<file path="src/sv/ppsu_pkg.sv">
// Shared types, widths and helpers for the preemptive priority scheduler.
`timescale 1ns / 1ps

package ppsu_pkg;

  localparam int SLOTS  = 64;
  localparam int IDX_W  = (SLOTS > 1) ? $clog2(SLOTS) : 1;
  localparam int CNT_W  = $clog2(SLOTS + 1);
  localparam int SLOT_W = 6;
  localparam int TIME_W = 32;
  localparam int ARR_W  = 16;
  localparam int BUR_W  = 16;
  localparam int PRI_W  = 8;
  localparam int IN_W   = 40;
  localparam int OUT_W  = 112;

  localparam logic KIND_LOAD = 1'b0;
  localparam logic KIND_TICK = 1'b1;

  // Best candidate so far, handed from cell to cell.
  typedef struct packed {
    logic             found;
    logic [PRI_W-1:0] pri;
    logic [IDX_W-1:0] idx;
    logic [ARR_W-1:0] arr;
    logic [BUR_W-1:0] bur;
    logic [BUR_W-1:0] rem;
  } cand_t;

  // Slot write on a load.
  typedef struct packed {
    logic             en;
    logic [IDX_W-1:0] idx;
    logic [ARR_W-1:0] arr;
    logic [BUR_W-1:0] bur;
    logic [PRI_W-1:0] pri;
  } wr_t;

  // Run strobe: the chosen slot consumes one time unit.
  typedef struct packed {
    logic             en;
    logic [IDX_W-1:0] idx;
  } run_t;

  function automatic logic [SLOT_W-1:0] to_slot(input logic [IDX_W-1:0] idx);
    logic [IDX_W+SLOT_W-1:0] t;
    t = '0;
    t[IDX_W-1:0] = idx;
    return t[SLOT_W-1:0];
  endfunction

endpackage

</file>
<file path="src/sv/ppsu_cell.sv">
// One process slot: holds its entry and compares it against the passing candidate.
`timescale 1ns / 1ps

module ppsu_cell
  import ppsu_pkg::*;
(
  input  logic              clk,
  input  logic [IDX_W-1:0]  cell_idx,
  input  logic [TIME_W-1:0] now,
  input  logic [CNT_W-1:0]  loaded_count,
  input  wr_t               wr,
  input  run_t              run,
  input  cand_t             cand_i,
  output cand_t             cand_o
);

  logic [ARR_W-1:0] arr_r;
  logic [BUR_W-1:0] bur_r;
  logic [PRI_W-1:0] pri_r;
  logic [BUR_W-1:0] rem_r;
  cand_t            cand_r;
  cand_t            cand_nxt;
  logic             eligible;
  logic             take;

  always_comb begin
    eligible = (CNT_W'(cell_idx) < loaded_count) &&
               ({{(TIME_W-ARR_W){1'b0}}, arr_r} <= now) && (rem_r != '0);
    // strict compare: an earlier slot keeps a tie
    take = eligible && (!cand_i.found || (pri_r < cand_i.pri));
    cand_nxt = cand_i;
    if (take) begin
      cand_nxt.found = 1'b1;
      cand_nxt.pri   = pri_r;
      cand_nxt.idx   = cell_idx;
      cand_nxt.arr   = arr_r;
      cand_nxt.bur   = bur_r;
      cand_nxt.rem   = rem_r;
    end
  end

  always_ff @(posedge clk) begin
    cand_r <= cand_nxt;
    if (wr.en && (wr.idx == cell_idx)) begin
      arr_r <= wr.arr;
      bur_r <= wr.bur;
      pri_r <= wr.pri;
      rem_r <= wr.bur;
    end else if (run.en && (run.idx == cell_idx)) begin
      rem_r <= rem_r - BUR_W'(1);
    end
  end

  assign cand_o = cand_r;

endmodule

</file>
<file path="config.mk">
export PLATFORM = sky130hd
export DESIGN_NAME = ppsu_cell
export DESIGN_NICKNAME = d
export VERILOG_FILES = /design/src/sv/ppsu_pkg.sv /design/src/sv/ppsu_cell.sv
export SDC_FILE = /design/constraint.sdc
export NUM_CORES = 1
export LEC_CHECK = 0
export BUFFER_PORTS_ARGS = -buffer_cell sky130_fd_sc_hd__clkbuf_2
export CAP_MARGIN = 20
export CORE_MARGIN = 2
export CORE_UTILIZATION = 51
export DETAILED_ROUTE_END_ITERATION = 10
export GPL_TIMING_DRIVEN = 0
export PLACE_DENSITY = 0.94
export SLEW_MARGIN = 25
export SYNTH_ARGS = -nofsm -noshare
export SYNTH_HDL_FRONTEND = slang
export SYNTH_SLANG_ARGS = --single-unit
</file>
<file path="constraint.sdc">
create_clock -name clk -period 9.55 [get_ports clk]
set_input_delay 1.91 -clock clk [delete_from_list [all_inputs] [get_ports clk]]
set_output_delay 1.91 -clock clk [all_outputs]
set_load 0.02 [all_outputs]
</file>
== Word level (Yosys, flattened, before mapping) ==
Index checks and enable logic that the tools add are counted.
Word-level totals
  logic and storage cells: 28
  input bits: 163
  register bits: 119
  output and inout port bits: 63
Operators by class
  magnitude comparators: 3
  reduce and logical (&&, ||, !) cells: 9
  mux-type cells: 3
  $add $sub $neg: 1
  equality and inequality tests: 2
Operator list (count)
  $mux W62: 1
  $le A16 B32 Y1: 1
  $mux W16: 2
  $reduce_bool A16 Y1: 1
  $sub A16 B1 Y16 const B: 1
  $eq A6 B6 Y1: 2
  $lt A8 B8 Y1: 1
  $lt A6 B7 Y1: 1
  $logic_and A1 B1 Y1: 5
  $reduce_bool A2 Y1: 1
  $logic_not A1 Y1: 1
  $logic_or A1 B1 Y1: 1

== Longest topological paths before layout ==
Gate-level depths: netlist (run 1).
  depth in word-level cells: 5
  gate-level depth with buffers: 9
  depth with buffers taken out: 8

== Worst setup path before layout (run 1) ==
OpenSTA, ideal clock, no wires.
  path kind: input-to-reg
  from: input port cell_idx[5]
  to: register rem_r[0], data pin
  required time: 9225 ps
  buffers on the path: 1
  path slack: 5102 ps
  cell stages on the path: 4
  arrival time: 4123 ps
  library setup time: 325 ps
  path through: xor2_1 -> nor4_1 -> clkbuf_1 -> o21ai_0
Between the ends
  longest elaborated chain between the ends: 3
Ends and longest elaborated chain
  from (decl): RTL line ppsu_cell.sv:8  | input logic [IDX_W-1:0] cell_idx,
  $eq A6 B6 Y1: RTL line ppsu_cell.sv:44  | if (wr.en && (wr.idx == cell_idx)) begin
  $logic_and A1 B1 Y1: RTL line ppsu_cell.sv:44
  $mux W16: RTL line ppsu_cell.sv:44
  to (signal assigned): RTL line ppsu_cell.sv:48  | rem_r <= wr.bur;
  to (signal assigned): RTL line ppsu_cell.sv:50  | rem_r <= rem_r - BUR_W'(1);
  to (decl): RTL line ppsu_cell.sv:20  | logic [BUR_W-1:0] rem_r;
No other way between the ends.
A chain may end at the register's enable or synchronous reset.

== Final worst setup path (run 1) ==
  from: input port cell_idx[2]
  to: register rem_r[6] (enable)
Between the ends
  longest elaborated chain between the ends: 3
  elaborated cells between the ends (all ways): 5
  classes of those cells: 2 x eq/ne; 3 x reduce/logical
Ends and longest elaborated chain (RTL line)
  $eq A6 B6 Y1 (on tied branches): ppsu_cell.sv:44, ppsu_cell.sv:49
  $logic_and A1 B1 Y1 (on tied branches): ppsu_cell.sv:44, ppsu_cell.sv:49
  $reduce_bool A2 Y1 (no line) *
Every way passes the cells marked *; elsewhere a longest branch is shown, timed or not.

==> results of run 1 <==
[flip-flops by register name, summed over array words and instances (netlist names)]
signal	cells
arr_r	16
bur_r	16
cand_o	63
pri_r	8
rem_r	16
[how the worst max path moves through the flow]
stage	to	cells past startpoint	from	slack, ns
3_3_place_gp	rem_r[0]	6	cell_idx[2]	4.04
2_1_floorplan	rem_r[0]	4	cell_idx[5]	5.10
5_1_grt	rem_r[15]	6	cell_idx[2]	5.31
3_5_place_dp	rem_r[11]	6	cell_idx[2]	5.03
4_1_cts	rem_r[6]	6	cell_idx[2]	5.53
6_report	rem_r[6]	6	cell_idx[2]	5.52
[cells in the mapped netlist (all sizes together) (3+ instances only)]
cell type  instances
xor2              11
ha                29
mux2              62
nor2               7
nand4              5
nor3               5
o21ai             16
buf                6
a21o               7
nor4               7
nand2             22
edfxtp            56
inv               32
clkbuf             3
nand3              5
xnor2             13
a21oi             10
dfxtp             63
[worst max-delay path: stages]
cell and delay (ns):
clkbuf_2 0.15, xnor2_1 0.19, nand4_1 0.14, nor4_1 0.66, clkbuf_1 0.47, a41o_1 0.66
[power by group]
group / internal, uW / total (uW) / switching (uW)
combinational: 99.3 / 198 / 98.9
clock: 383 / 635 / 252
sequential: 561 / 570 / 9.16
[stage by stage]
| step | area (um^2) | total power (uW) | utilization, % | setup slack [ns] | std cells |
|---|---|---|---|---|---|
| after floorplan | 5260 | 698 | - | 5.10 | 383 |
| after global placement | 6560 | 768 | 64.4 | 4.04 | 744 |
| after detailed placement | 6560 | 778 | 64.4 | 5.03 | 744 |
| after CTS | 7160 | 1410 | 70.3 | 5.53 | 776 |
| after global routing | 7160 | 1450 | 70.3 | 5.31 | 776 |
| final | 7160 | 1400 | 70.3 | 5.52 | 776 |
[area by class of cell]
class | instances | area (um^2) | share of cell area, %
buffer | 9 | 82.6 | 1.15
clock buffer | 19 | 464 | 6.49
clock inverter | 13 | 129 | 1.80
inverter | 32 | 120 | 1.68
multi-input combinational | 223 | 2120 | 29.6
sequential | 119 | 2940 | 41.1
tap | 136 | 170 | 2.38
timing repair buffer | 225 | 1130 | 15.7
[routing by layer]
metal,wire [um],vias up,GRT usage (%)
met5,0,-,0
met1,4810,1907,25.3
met3,926,39,6.31
li1,-,1880,-
met2,7540,219,48.1
met4,415,0,11.1
[logic make-up after synthesis]
group	count (synthesis)	share of synthesized area [%]
fa+ha+maj	29	6.89
simple gates	62	6.23
xor+xnor	24	3.99
flops	119	55.9
mux	63	17.7
compound gates	45	5.44
buf+inv	41	3.78
==> metrics, run 1 <==
outcome completed; post-DR wirelength/cell 17.6 um; setup TNS 0 ns; ANT nets after route 0; Max Cap Viol 0; R2R Setup Slk 6.72 ns; HP Class reg -> reg; max_slew headroom 43.3%; number of flops mapped to enable cells by yosys 56; critical path capture point type flip-flop; Total Wirelength 13,700 um; clock-pin slew on the worst setup and hold paths 0.06 ns; leakage 0.00342 uW; grt total ovfl 0; Syn-to-layout area delta 36.0%; GP Congestion 0.841; fillcell total 718; syn avg cell area 13.7 um^2; Top FF cell, synth dfxtp_1; Setup crit start kind input port; data arrival time of the critical path 4.18 ns; DR vias 4,045; top cells by area, synth edfxtp_1 32%, dfxtp_1 24%, mux2_4 17%; post-layout minimum cycle time 4.03 ns; top-area cell type share of the netlist area 32.0%; critical-path maximum fanout 16; Yosys reg bits 119; Final period util 42.2%; commonest cells after routing, fill and taps aside 225 x clkbuf_2, 63 x dfxtp_1, 60 x mux2_4, 56 x edfxtp_1, 32 x inv_1; asr flop ratio synth 0%; DR iter-0 viols 157; Clock Tree Root clkbuf_8; Mapped Area 0.00526 mm^2; number of global-route vias before repair 4,328; largest net degree at the start of global routing 50; DRC Markers 0; CTS Hold Bufs 0; die height 106 um; P per Cell Area 196 mW/mm^2; Rows 37; Hold Vio Cnt, Final 0; Yosys cell types 39; R2R Path End cand_o[49]; Diodes inserted 0; setup repair bufs after CTS 0; H-tree depth 4; vias per cell 5.21; first-pass GRT wire length 21,000 um; required time worst endpoint 9.70 ns; core region area 0.0102 mm^2; PortBufs 225; total number of yosys warnings 0; worst skew pair latency 0.52 ns; share of layout cells above drive strength 1 51.6%; fmax 0.248 GHz; DP HPWL 10,400 um; hold_ws 0.481 ns; commonest non-fill, non-tap cell in the layout clkbuf_2; Final Skew 0.00735 ns; final setup vio count 0; initial core utilization 51.7%; Worst Max-Slew Pin Slew 0.842 ns; io pins 226; die area 0.0111 mm^2; Mapped Cells 383; NumNets Final 819; Max VDD drop 0.000104 V; Max Slew Vio Count 0; CTS tree built; CTS Buf Count 17; post-synth net total 575; CTS Sinks 119; R2R depth 8; Seq/Total Area, Yosys 55.9%; GRT Util Overall 25.1%; CTS max path bufs 2; initial antenna violation count 0; critical path type in -> reg; post_cts resized 0; Worst Hold Depth 1; leading area contributor after synthesis edfxtp_1; r2r startpoint rem_r[0]; Worst Hold End cand_o[17]; unrepaired setup endpoints after global routing no; die span in x 106 um; worst hold start bur_r[1]; first drt pass iteration count 5
(Power assumes the default switching activity.)
==> run 2: changes to the inputs <==
--- a/config.mk
+++ b/config.mk
@@ -5,13 +5,14 @@
 export SDC_FILE = /design/constraint.sdc
 export NUM_CORES = 1
 export LEC_CHECK = 0
+export ABC_AREA = 1
 export BUFFER_PORTS_ARGS = -buffer_cell sky130_fd_sc_hd__clkbuf_2
 export CAP_MARGIN = 20
 export CORE_MARGIN = 2
-export CORE_UTILIZATION = 51
+export CORE_UTILIZATION = 44
 export DETAILED_ROUTE_END_ITERATION = 10
 export GPL_TIMING_DRIVEN = 0
-export PLACE_DENSITY = 0.94
+export PLACE_DENSITY = 0.86
 export SLEW_MARGIN = 25
 export SYNTH_ARGS = -nofsm -noshare
 export SYNTH_HDL_FRONTEND = slang
==> constraint.sdc (replaced) <==
create_clock -name clk -period 3.6 [get_ports clk]
set_input_delay 0.72 -clock clk [delete_from_list [all_inputs] [get_ports clk]]
set_output_delay 0.72 -clock clk [all_outputs]
set_load 0.02 [all_outputs]
==> run 2 against run 1 <==
Net effect:
- routed wire length increased by 8.3%
- clock skew increased by 0.0097 ns
- core utilization decreased by 8.8 points
- synthesized cell count increased by 57%
- critical endpoint is now rem_r[11]
- via count increased by 24%
- sequential power increased to 2.7 times the previous value
- sequential share of layout area decreased by 1.4 points
- critical path type unchanged
==> metrics, run 2 <==
outcome completed (unchanged); Max Slew Vio Count 0 (unchanged); post-layout minimum cycle time 2.42 ns; CTS Hold Bufs 0 (unchanged); M3 GR Usage 7.17% (was 6.31%); CP Cell Sequence clkbuf_2 -> xnor2_1 -> nand3_1 -> a211oi_1 -> nand2_1 -> inv_2 -> buf_4 -> o21ai_1 (was clkbuf_2 -> xnor2_1 -> nand4_1 -> nor4_1 -> clkbuf_1 -> a41o_1); vias per cell 4.87 (was 5.21); total number of yosys warnings 0 (unchanged); top-area cell type share of the netlist area 30.7% (was 32.0%); leakage 0.00376 uW (was 0.00342 uW); Slowest Stage Delay on Critical Path 0.56 ns (was 0.66 ns); first drt pass iteration count 5 (unchanged); post-DR wirelength/cell 14.4 um (was 17.6 um); fmax 0.414 GHz; Total Wirelength 14,800 um (was 13,700 um); setup slack at placement 0.698 ns (was 5.03 ns); commonest cells after routing, fill and taps aside 225 x clkbuf_2, 189 x nand2_1, 68 x nand4_1, 63 x dfxtp_1 (was 225 x clkbuf_2, 63 x dfxtp_1, 60 x mux2_4, 56 x edfxtp_1, 32 x inv_1); first-pass GRT wire length 23,200 um (was 21,000 um); Finished Core Util 61.4% (was 70.3%); Seq/Total Area, Yosys 53.7% (was 55.9%); initial core utilization 45.4% (was 51.7%); data arrival time of the critical path 2.57 ns (was 4.18 ns); final setup vio count 0 (unchanged); Max VDD drop 0.000372 V (was 0.000104 V); DRC Markers 0 (unchanged); HP Class in -> reg (was reg -> reg); die area 0.0134 mm^2 (was 0.0111 mm^2); setup repair bufs after CTS 0 (unchanged); unrepaired setup endpoints after global routing no (unchanged); FF+latch area 0.00294 mm^2 (unchanged); fillcell total 1,016 (was 718); Max Cap Viol 0 (unchanged); share of layout cells above drive strength 1 33.5% (was 51.6%); Syn-to-layout area delta 35.2% (was 36.0%); Synth top cells by count 189 x nand2_1, 68 x nand4_1, 63 x dfxtp_1 (was 63 x dfxtp_1, 60 x mux2_4, 56 x edfxtp_1); CTS tree built (unchanged); die height 116 um (was 106 um); Critical-path top delay cell buf_4 (was nor4_1); setup ws final 1.18 ns (was 5.52 ns); post-synth net total 793 (was 575); critical-path maximum fanout 49 (was 16); most frequent cell after synthesis nand2_1 (was dfxtp_1); worst skew pair latency 0.43 ns (was 0.52 ns); GP Congestion 0.935 (was 0.841); Final Skew 0.0170 ns (was 0.00735 ns); DR vias 5,000 (was 4,045); DR iter-0 viols 265 (was 157); Top FF cell, synth dfxtp_1 (unchanged); Clock Tree Root clkbuf_16 (was clkbuf_8); Rows 40 (was 37); ANT nets after route 0 (unchanged); DP HPWL 11,200 um (was 10,400 um); setup TNS 0 ns (unchanged); PortBufs 225 (unchanged); top cells by area, synth edfxtp_1 31%, dfxtp_1 23%, nand2_1 13% (was edfxtp_1 32%, dfxtp_1 24%, mux2_4 17%); asr flop ratio synth 0% (unchanged); met2 Usage GRT 38.2% (was 48.1%); hold_ws 0.469 ns (was 0.481 ns); post_cts resized 0 (unchanged); number of flops mapped to enable cells by yosys 56 (unchanged); Setup crit start kind input port (unchanged); CTS max path bufs 2 (unchanged); die span in x 116 um (was 106 um); initial antenna violation count 0 (unchanged); required time worst endpoint 3.75 ns (was 9.70 ns); CTS Buf Count 17 (unchanged); Final period util 67.1%; M1 GR Usage 28.0% (was 25.3%); Mapped Cells 601 (was 383); grt total ovfl 0 (unchanged); H-tree depth 4 (unchanged); core region area 0.0121 mm^2 (was 0.0102 mm^2); gr busiest metal met2 (unchanged); Hold Vio Cnt, Final 0 (unchanged); max_slew headroom 58.2% (was 43.3%); max reg flops 63 (unchanged); largest net degree at the start of global routing 50 (unchanged); area of the multi-input gates 0.00217 mm^2 (was 0.00212 mm^2); Yosys cell types 35 (was 39); critical path capture point type flip-flop (unchanged); NumNets Final 1,038 (was 819); Worst Max-Slew Pin Slew 0.627 ns (was 0.842 ns); Yosys reg bits 119 (unchanged); GRT Util Overall 23.0% (was 25.1%); P per Cell Area 507 mW/mm^2 (was 196 mW/mm^2); critical path type in -> reg (unchanged); number of global-route vias before repair 4,860 (was 4,328); leading area contributor after synthesis edfxtp_1 (unchanged); io pins 226 (unchanged); Layout Cell Area excl Fill 0.00741 mm^2 (was 0.00716 mm^2); clock-pin slew on the worst setup and hold paths 0.06 ns (about the same); Diodes inserted 0 (unchanged); commonest non-fill, non-tap cell in the layout clkbuf_2 (unchanged); CTS Sinks 119 (unchanged); Post-DP Area 0.00683 mm^2 (was 0.00656 mm^2); Mapped Area 0.00548 mm^2 (was 0.00526 mm^2); syn avg cell area 9.11 um^2 (was 13.7 um^2)
run 2: final timing paths:
path | start | to | slack, ns | depth (start not counted)
setup / recovery | cell_idx[4] | rem_r[11] | 1.18 | 8
hold / removal | wr[4] | pri_r[4] | 0.47 | 1
setup reg to reg | arr_r[15] | cand_o[43] | 1.32 | 9
hold reg to reg | bur_r[14] | cand_o[30] | 0.49 | 2
run 2: logic make-up (layout without fill, tap and decap cells):
group	count (synthesis)	after routing	share of synthesized area, %
compound gates	35	35	3.49
xor+xnor	17	17	2.72
buf+inv	84	342	6.81
simple gates	317	317	26.6
fa+ha+maj	29	29	6.62
flops	119	119	53.7
run 2: layout make-up:
cell class	instances	share of cell area, %
multi-input cells	398	29.2
clock inverters	14	2.03
plain buffers	26	2.09
flip-flops and latches	119	39.7
inverters	58	2.94
well taps	168	2.84
repair buffers	226	15.4
clock buffers	18	5.79
run 2: layer usage:
metal	part of all wire, %	wire length (um)	vias to the layer above
met1	42	6170	2260
li1	-	-	2512
met3	7.4	1090	27
met5	0	0	-
met4	2.1	315	0
met2	49	7250	201
run 2: power by group:
group | switching (uW) | internal [uW]
Combinational | 344 | 219
Sequential | 27.5 | 1510
Clock | 635 | 1020
Total | 1010 | 2750
run 2: stage by stage:
stage / instances / power (uW)
after floorplan: 601 / 1890
after global placement: 994 / 2110
after detailed placement: 995 / 2130
after CTS: 1027 / 3770
after global routing: 1027 / 3910
final: 1027 / 3750
run 2: worst max-delay path: cells and delay by family:
family	cells	cell delay, ns
xor+xnor	1	0.16
buf+inv	3	0.94
simple gates	2	0.42
compound gates	2	0.32
==> run 3: changes to the inputs <==
--- a/config.mk
+++ b/config.mk
@@ -9,10 +9,10 @@
 export BUFFER_PORTS_ARGS = -buffer_cell sky130_fd_sc_hd__clkbuf_2
 export CAP_MARGIN = 20
 export CORE_MARGIN = 2
-export CORE_UTILIZATION = 44
+export CORE_UTILIZATION = 48
 export DETAILED_ROUTE_END_ITERATION = 10
 export GPL_TIMING_DRIVEN = 0
-export PLACE_DENSITY = 0.86
+export PLACE_DENSITY = 0.89
 export SLEW_MARGIN = 25
 export SYNTH_ARGS = -nofsm -noshare
 export SYNTH_HDL_FRONTEND = slang
==> constraint.sdc (replaced) <==
create_clock -name clk -period 2.39 [get_ports clk]
set_input_delay 0.478 -clock clk [delete_from_list [all_inputs] [get_ports clk]]
set_output_delay 0.478 -clock clk [all_outputs]
set_load 0.02 [all_outputs]
==> run 3 against run 2 <==
Net effect:
- first-iteration DRC count decreased by 6.0%
- combinational power up 53%
- final cell count is 2.4% lower
- sequential share of layout area about the same
- routed wire length rose by 3.8%
- die area fell by 8.1%
- power increased by 54%
==> metrics, run 3 (same netlist as run 2, synthesis figures left out) <==
outcome completed (unchanged); CTS tree built (unchanged); fmax 0.446 GHz; commonest cells after routing, fill and taps aside 225 x clkbuf_2, 189 x nand2_1, 68 x nand4_1, 63 x dfxtp_1 (unchanged); first-pass GRT wire length 24,500 um (was 23,200 um); Layout Cell Area excl Fill 0.00742 mm^2 (was 0.00741 mm^2); Syn-to-layout area delta 35.4% (was 35.2%); P per Cell Area 781 mW/mm^2 (was 507 mW/mm^2); critical path capture point type flip-flop (unchanged); share of layout cells above drive strength 1 33.5% (unchanged); largest net degree at the start of global routing 50 (unchanged); fillcell total 885 (was 1,016); Diodes inserted 0 (unchanged); Total Wirelength 15,400 um (was 14,800 um); CTS Sinks 119 (unchanged); core region area 0.0113 mm^2 (was 0.0121 mm^2); critical-path maximum fanout 10 (was 49); critical path type reg -> reg (was in -> reg); DR iter-0 viols 249 (was 265); Setup crit start kind flip-flop (was input port); clock-pin slew on the worst setup and hold paths 0.06 ns (about the same); vias per cell 5.10 (was 4.87); setup slack at placement -0.214 ns (was 0.698 ns); Max Cap Viol 0 (unchanged); first drt pass iteration count 4 (was 5); Worst Max-Slew Pin Slew 0.484 ns (was 0.627 ns); PortBufs 225 (unchanged); total power 5790 uW (was 3750 uW); NumNets Final 1,038 (unchanged); required time worst endpoint 2.74 ns (was 3.75 ns); data arrival time of the critical path 2.60 ns (was 2.57 ns); Max Slew Vio Count 0 (unchanged); Final Skew 0.0122 ns (was 0.0170 ns); commonest non-fill, non-tap cell in the layout clkbuf_2 (unchanged); HP Class in -> reg (unchanged); grt total ovfl 0 (unchanged); setup TNS 0 ns (unchanged); max reg flops 63 (unchanged); post-layout minimum cycle time 2.24 ns; Rows 39 (was 40); worst skew pair latency 0.42 ns (was 0.43 ns); Max VDD drop 0.000585 V (was 0.000372 V); GP Congestion 0.858 (was 0.935); area of the multi-input gates 0.00217 mm^2 (unchanged); DR vias 5,113 (was 5,000); max_slew headroom 67.7% (was 58.2%); Finished Core Util 65.8% (was 61.4%); ANT nets after route 0 (unchanged); io pins 226 (unchanged); GRT Util Overall 25.4% (was 23.0%); H-tree depth 4 (unchanged); FF+latch area 0.00294 mm^2 (unchanged); Clock Tree Root clkbuf_16 (unchanged); Post-DP Area 0.00680 mm^2 (was 0.00683 mm^2); leakage 0.00378 uW (was 0.00376 uW); die span in x 111 um (was 116 um); number of global-route vias before repair 5,128 (was 4,860); die area 0.0123 mm^2 (was 0.0134 mm^2); setup ws final 0.149 ns (was 1.18 ns); initial core utilization 48.6% (was 45.4%); Hold Vio Cnt, Final 0 (unchanged); unrepaired setup endpoints after global routing no (unchanged); CTS max path bufs 2 (unchanged); CTS Buf Count 17 (unchanged); initial antenna violation count 0 (unchanged); DRC Markers 0 (unchanged); post-DR wirelength/cell 15.4 um (was 14.4 um); Final period util 93.8%; die height 111 um (was 116 um); final setup vio count 0 (unchanged); DP HPWL 11,500 um (was 11,200 um)
[run 3: cell types whose count changed in the layout (fill, tap and decap cells not counted), sizes merged]
cell and delta:
clkbuf +6, clkinv -2, clkinvlp -2, inv -1, bufinv -1
[run 3: layer usage]
metal	GRT usage, %	up-vias	wire (um)
li1	-	2517	-
met1	28.5	2340	6140
met2	45.2	220	7740
met3	7.38	36	1070
met4	10.7	0	433
met5	0	-	0
[run 3: critical path, stage by stage, from the launching register on]
cell      delay (ns)
edfxtp_1        0.40
ha_1            0.32
nand2_1         0.07
nor2_1          0.18
nand2_1         0.09
o21a_1          0.22
nand2_4         0.19
clkbuf_1        0.40
nand4_1         0.18
nand2_1         0.12
[run 3: final timing paths]
kind / cells after the start / end / slack (ns) / from
worst max-delay path: 9 / cand_o[49] / 0.15 / arr_r[15]
worst min-delay path: 1 / pri_r[5] / 0.22 / wr[5]
worst max register to register: 9 / cand_o[49] / 0.15 / arr_r[15]
worst min register to register: 2 / cand_o[26] / 0.50 / bur_r[10]
[run 3: timing repair]
item | 4_1_cts | 5_1_grt
setup buffers | 0 | 0
endpoints found under the setup margin | 0 | 48
gates resized for setup | 0 | 1
hold buffers | 0 | 0
[run 3: stage by stage]
step	cells	hold WS [ns]
4_1_cts	1002	0.217
6_report	1002	0.224
5_1_grt	1002	0.217
2_1_floorplan	601	0.467
3_5_place_dp	970	0.481
3_3_place_gp	969	0.479
[run 3: power breakdown]
group / switching [uW] / internal, uW
registers: 41.8 / 2270
logic: 528 / 331
clock network: 942 / 1670
[run 3: cell type report]
cell class | instances | share of cell area, %
buffer | 26 | 2.14
clock buffer | 24 | 7.22
clock inverter | 8 | 1.08
inverter | 58 | 2.94
multi-input combinational | 398 | 29.2
sequential | 119 | 39.7
tap | 143 | 2.41
timing repair buffer | 226 | 15.3
